$ cat src/design/twl_pkg.sv
package twl_pkg;

  // Node memory geometry
  localparam int NODE_COUNT = 32768;
  localparam int NODE_AW    = $clog2(NODE_COUNT);
  // Link counter must be able to hold NODE_COUNT itself
  localparam int LINK_W     = NODE_AW + 1;

  // Input kind codes (carried on s_tuser)
  localparam logic KIND_NODE = 1'b0;
  localparam logic KIND_CHAR = 1'b1;

  // Read address select codes
  localparam logic [1:0] ADDR_CUR   = 2'd0;
  localparam logic [1:0] ADDR_CHILD = 2'd1;
  localparam logic [1:0] ADDR_SIB   = 2'd2;

  // One trie node as stored in memory
  typedef struct packed {
    logic [7:0]         symbol;
    logic [15:0]        code;
    logic [NODE_AW-1:0] child;
    logic [NODE_AW-1:0] sibling;
  } node_t;

  // Controller to datapath commands
  typedef struct packed {
    logic       start_word;
    logic       latch_char;
    logic       take_t;
    logic       t_from_child;
    logic       t_from_sib;
    logic       links_clr;
    logic       links_inc;
    logic [1:0] addr_sel;
    logic       out_load;
    logic       out_fail;
  } dp_cmd_t;

  // Datapath to controller status
  typedef struct packed {
    logic child_zero;
    logic sib_zero;
    logic sym_match;
    logic links_at_max;
    logic out_free;
  } dp_status_t;

endpackage

$ cat src/design/twl_ctrl.sv
module twl_ctrl import twl_pkg::*; (
  input  logic       clk,
  input  logic       rst,
  input  logic       in_valid,
  input  logic       in_kind,
  input  logic       in_last,
  output logic       in_ready,
  input  dp_status_t status,
  output dp_cmd_t    cmd
);

  localparam logic [2:0] S_IDLE      = 3'd0;
  localparam logic [2:0] S_CHILD_REQ = 3'd1;
  localparam logic [2:0] S_CHILD_CHK = 3'd2;
  localparam logic [2:0] S_SIB_CHK   = 3'd3;
  localparam logic [2:0] S_END       = 3'd4;
  localparam logic [2:0] S_RESULT    = 3'd5;

  logic [2:0] state, state_next;
  logic       mid_word, mid_word_next;
  logic       failed, failed_next;
  logic       last_r, last_r_next;

  always_ff @(posedge clk) begin
    if (rst) begin
      state    <= S_IDLE;
      mid_word <= 1'b0;
      failed   <= 1'b0;
      last_r   <= 1'b0;
    end else begin
      state    <= state_next;
      mid_word <= mid_word_next;
      failed   <= failed_next;
      last_r   <= last_r_next;
    end
  end

  // Next state and commands
  always_comb begin
    state_next    = state;
    mid_word_next = mid_word;
    failed_next   = failed;
    last_r_next   = last_r;
    in_ready      = 1'b0;
    cmd           = '0;
    cmd.addr_sel  = ADDR_CUR;

    unique case (state)
      S_IDLE: begin
        in_ready = 1'b1;
        if (in_valid && in_kind == KIND_CHAR) begin
          cmd.latch_char = 1'b1;
          last_r_next    = in_last;
          if (!mid_word) begin
            // new word: restart from the root
            cmd.start_word = 1'b1;
            mid_word_next  = 1'b1;
            failed_next    = 1'b0;
            state_next     = S_CHILD_REQ;
          end else if (failed) begin
            state_next = S_END;
          end else begin
            state_next = S_CHILD_REQ;
          end
        end
      end
      S_CHILD_REQ: begin
        state_next = S_CHILD_CHK;
      end
      S_CHILD_CHK: begin
        if (status.child_zero) begin
          failed_next = 1'b1;
          state_next  = S_END;
        end else begin
          cmd.t_from_child = 1'b1;
          cmd.links_clr    = 1'b1;
          cmd.addr_sel     = ADDR_CHILD;
          state_next       = S_SIB_CHK;
        end
      end
      S_SIB_CHK: begin
        if (status.sym_match) begin
          cmd.take_t = 1'b1;
          state_next = S_END;
        end else if (status.sib_zero || status.links_at_max) begin
          failed_next = 1'b1;
          state_next  = S_END;
        end else begin
          cmd.t_from_sib = 1'b1;
          cmd.links_inc  = 1'b1;
          cmd.addr_sel   = ADDR_SIB;
        end
      end
      S_END: begin
        // read the current node for its code
        state_next = last_r ? S_RESULT : S_IDLE;
      end
      S_RESULT: begin
        if (status.out_free) begin
          cmd.out_load  = 1'b1;
          cmd.out_fail  = failed;
          mid_word_next = 1'b0;
          failed_next   = 1'b0;
          state_next    = S_IDLE;
        end
      end
      default: begin
        state_next = S_IDLE;
      end
    endcase
  end

endmodule

$ cat config.mk
export PLATFORM = sky130hd
export DESIGN_NAME = twl_ctrl
export DESIGN_NICKNAME = d
export VERILOG_FILES = /design/src/design/twl_pkg.sv /design/src/design/twl_ctrl.sv
export SDC_FILE = /design/constraint.sdc
export NUM_CORES = 1
export LEC_CHECK = 0
export BUFFER_PORTS_ARGS = -buffer_cell sky130_fd_sc_hd__clkbuf_2
export CAP_MARGIN = 20
export CORE_AREA = 3 3 40 42
export DETAILED_ROUTE_END_ITERATION = 7
export DIE_AREA = 0 0 43 45
export PLACE_DENSITY = 0.67
export SYNTH_ARGS = -nofsm -noshare
export SYNTH_HDL_FRONTEND = slang
export SYNTH_SLANG_ARGS = --single-unit
$ cat constraint.sdc
create_clock -name clk -period 1.8 [get_ports clk]
set_input_delay 0.18 -clock clk [delete_from_list [all_inputs] [get_ports clk]]
set_output_delay 0.18 -clock clk [all_outputs]
set_load 0.01 [all_outputs]
==> impl_metrics.env <==
export IMPL_path_class="reg2out"
export IMPL_layout_commonest_cell="clkbuf_2"
export IMPL_synth_fp_nets=77
export IMPL_clockRootBuffer="clkbuf_4"
export IMPL_postRouteAntennaNets=0
export IMPL_cts_num_sinks=6
export IMPL_cp_required_ns=1.62
export IMPL_grt_max_degree=18
export IMPL_clk_pin_slew_ns=0.05
export IMPL_finalWirelength_mm=1.19
export IMPL_layout_common_cells="clkbuf_2 (21), nor2_1 (9), o21ai_0 (5)"
export IMPL_hold_path_class="in2reg"
export IMPL_max_slew_margin_rel_pct=77.2
export IMPL_drc_errors=0
export IMPL_fmax_ghz=0.631
export IMPL_port_buffer_count=21
export IMPL_finalCriticalPeriod_ns=1.58
export IMPL_antenna_found_initial=0
export IMPL_area_growth_pct=22.1
export IMPL_start_util_pct=40.1
export IMPL_post_route_period_util_pct=88.0
export IMPL_outcome="complete, no violations"
export IMPL_ys_seq_area_share_pct=23.3
export IMPL_finalHoldViolations=0
export IMPL_vdd_drop_max_mv=0.686
export IMPL_synth_edf_count=0
export IMPL_synthCells=67
export IMPL_cts_hold_repair_buffers=0
export IMPL_clk_insertion_delay_late_ns=0.24
export IMPL_crit_fanout=17
export IMPL_dieHeight_um=45
export IMPL_gp_congestion=0.795
export IMPL_dp_hpwl_um=905
export IMPL_async_reset_ff_share_pct=0
export IMPL_p_leak_nw=0.284
export IMPL_grt_ovfl_total=0
export IMPL_setup_violations_final=0
export IMPL_vias=519
export IMPL_finalSetupTns_ns=0
export IMPL_diodes=0
export IMPL_fin_nets=97
export IMPL_htree_levels=1
export IMPL_grtUsageTotal_pct=13.9
export IMPL_coreArea_um2=1280
export IMPL_drv_slew=0
export IMPL_powerDensity_nw_per_um2=1130
export IMPL_ioPinCount=22
export IMPL_maxCapViolCount=0
export IMPL_syn_area_um2=515
export IMPL_fillers=131
export IMPL_drt_iter0_drc=9
export IMPL_die_x_um=43
export IMPL_cp_start_kind="flop"
export IMPL_grt_pass1_vias=470
export IMPL_arrival_ns=1.40
export IMPL_grt_pass1_wl_mm=2.09
export IMPL_area_sequential_um2=124
export IMPL_wl_per_cell_um=11.9
export IMPL_max_slew_worst_pin_slew_ns=0.340
export IMPL_synth_seq_cells=6
export IMPL_rsz0062_at_grt="false"
export IMPL_clockBufferDepth=2
export IMPL_finalClockSkew_ns=0.00671
export IMPL_drive_above_1_share_pct=37.6
export IMPL_yosysWarnings=0
export IMPL_rows=13
export IMPL_p_total_mw=0.713
export IMPL_multiInputGateArea_um2=348
export IMPL_tritoncts="done"
export IMPL_synth_avg_cell_area_um2=7.69
export IMPL_synthFlopType="dfxtp_1"
export IMPL_die_area_um2=1940
export IMPL_synthDistinctLibCells=33
export IMPL_first_pass_iters=4
export IMPL_via_per_inst=5.19
export IMPL_cts_buffers=3
export IMPL_post_cts_buffers=0
export IMPL_end_kind="primary output"
-- path summary, 6_finish.rpt --
check | startpoint | endpoint | slack, ns | cells after the start
min reg2reg | mid_word$_SDFFE_PP0P_ | mid_word$_SDFFE_PP0P_ | 0.51 | 2
max reg2reg | state[0]$_SDFFE_PP0P_ | state[2]$_SDFFE_PP0P_ | 0.38 | 4
min | in_last | last_r$_SDFFE_PP0P_ | 0.18 | 3
max | state[2]$_SDFFE_PP0P_ | cmd[0] | 0.22 | 4
-- kinds of logic (layout without fill, tap and decap cells) --
family	count (synthesis)	after routing	share of synthesized area, %
AO/OA/AOI/OAI	17	17	24.0
buffers and inverters	9	27	10.2
flip-flops	6	6	23.3
multiplexers	1	1	1.94
AND/OR/NAND/NOR	34	34	40.5
-- what timing repair did --
| item | in CTS | in global routing |
|---|---|---|
| pin swaps | 0 | 0 |
| endpoints found under the hold margin | 0 | 0 |
| cloned | 0 | 0 |
| gates resized for setup | 2 | 2 |
| setup endpoints to repair | 2 | 4 |
-- final cells by class --
| class | instances | share of cell area (%) |
|---|---|---|
| well taps | 15 | 2.98 |
| repair buffers | 21 | 16.7 |
| inverters | 3 | 1.79 |
| multi-input cells | 52 | 55.3 |
| clock buffers | 3 | 3.58 |
| flip-flops and latches | 6 | 19.7 |
-- metal layers --
layer,part of all wire [%],GRT usage (%),vias up,wire [µm]
li1,-,-,284,-
met1,50,20.4,214,598
met2,42,20.1,21,496
met3,7.9,4.78,0,94
met4,0,1.81,0,0
met5,0,0,-,0
-- cells in the mapped netlist (2+ instances only) --
| cell | instances | share of area (%) |
|---|---|---|
| nand3b_1 | 3 | 4.4 |
| inv_1 | 3 | 2.2 |
| nor3_1 | 4 | 3.9 |
| and3_1 | 3 | 3.6 |
| buf_2 | 3 | 2.9 |
| buf_4 | 2 | 2.9 |
| a21oi_1 | 2 | 1.9 |
| nor2_1 | 9 | 6.6 |
| a31oi_1 | 2 | 2.4 |
| nand2b_1 | 3 | 3.6 |
| o21ai_0 | 5 | 4.9 |
| dfxtp_1 | 6 | 23 |
| nor3b_1 | 2 | 2.9 |
-- per-stage QoR --
step           area (µm²)  hold slack, ns  instances  worst slack [ns]  util [%]
2_1_floorplan         515           0.249         67             0.373         -
3_3_place_gp          598           0.420         97             0.263      46.5
3_5_place_dp          598           0.425         97             0.178      46.5
4_1_cts               627           0.175        100            0.0410      48.8
5_1_grt               629           0.195        100            0.0844      49.0
6_report              629           0.176        100             0.216      49.0
-- state kept, by name (all words and copies together) (netlist names) --
name,count
state,3
failed,1
last_r,1
mid_word,1
-- worst max-delay path, cell delays in order, from the launching register on --
cell and delay, ns:
dfxtp_2 0.49, and2b_4 0.23, and3_1 0.19, and2_1 0.13, clkbuf_2 0.12
-- power breakdown --
part / leakage, nW / switching [mW] / internal [mW] / total [mW]
clock: 0.0138 / 0.0476 / 0.0754 / 0.123
sequential: 0.0503 / 0.0928 / 0.172 / 0.265
combinational: 0.220 / 0.158 / 0.168 / 0.325
total: 0.284 / 0.298 / 0.415 / 0.713
(Power assumes the default switching activity.)
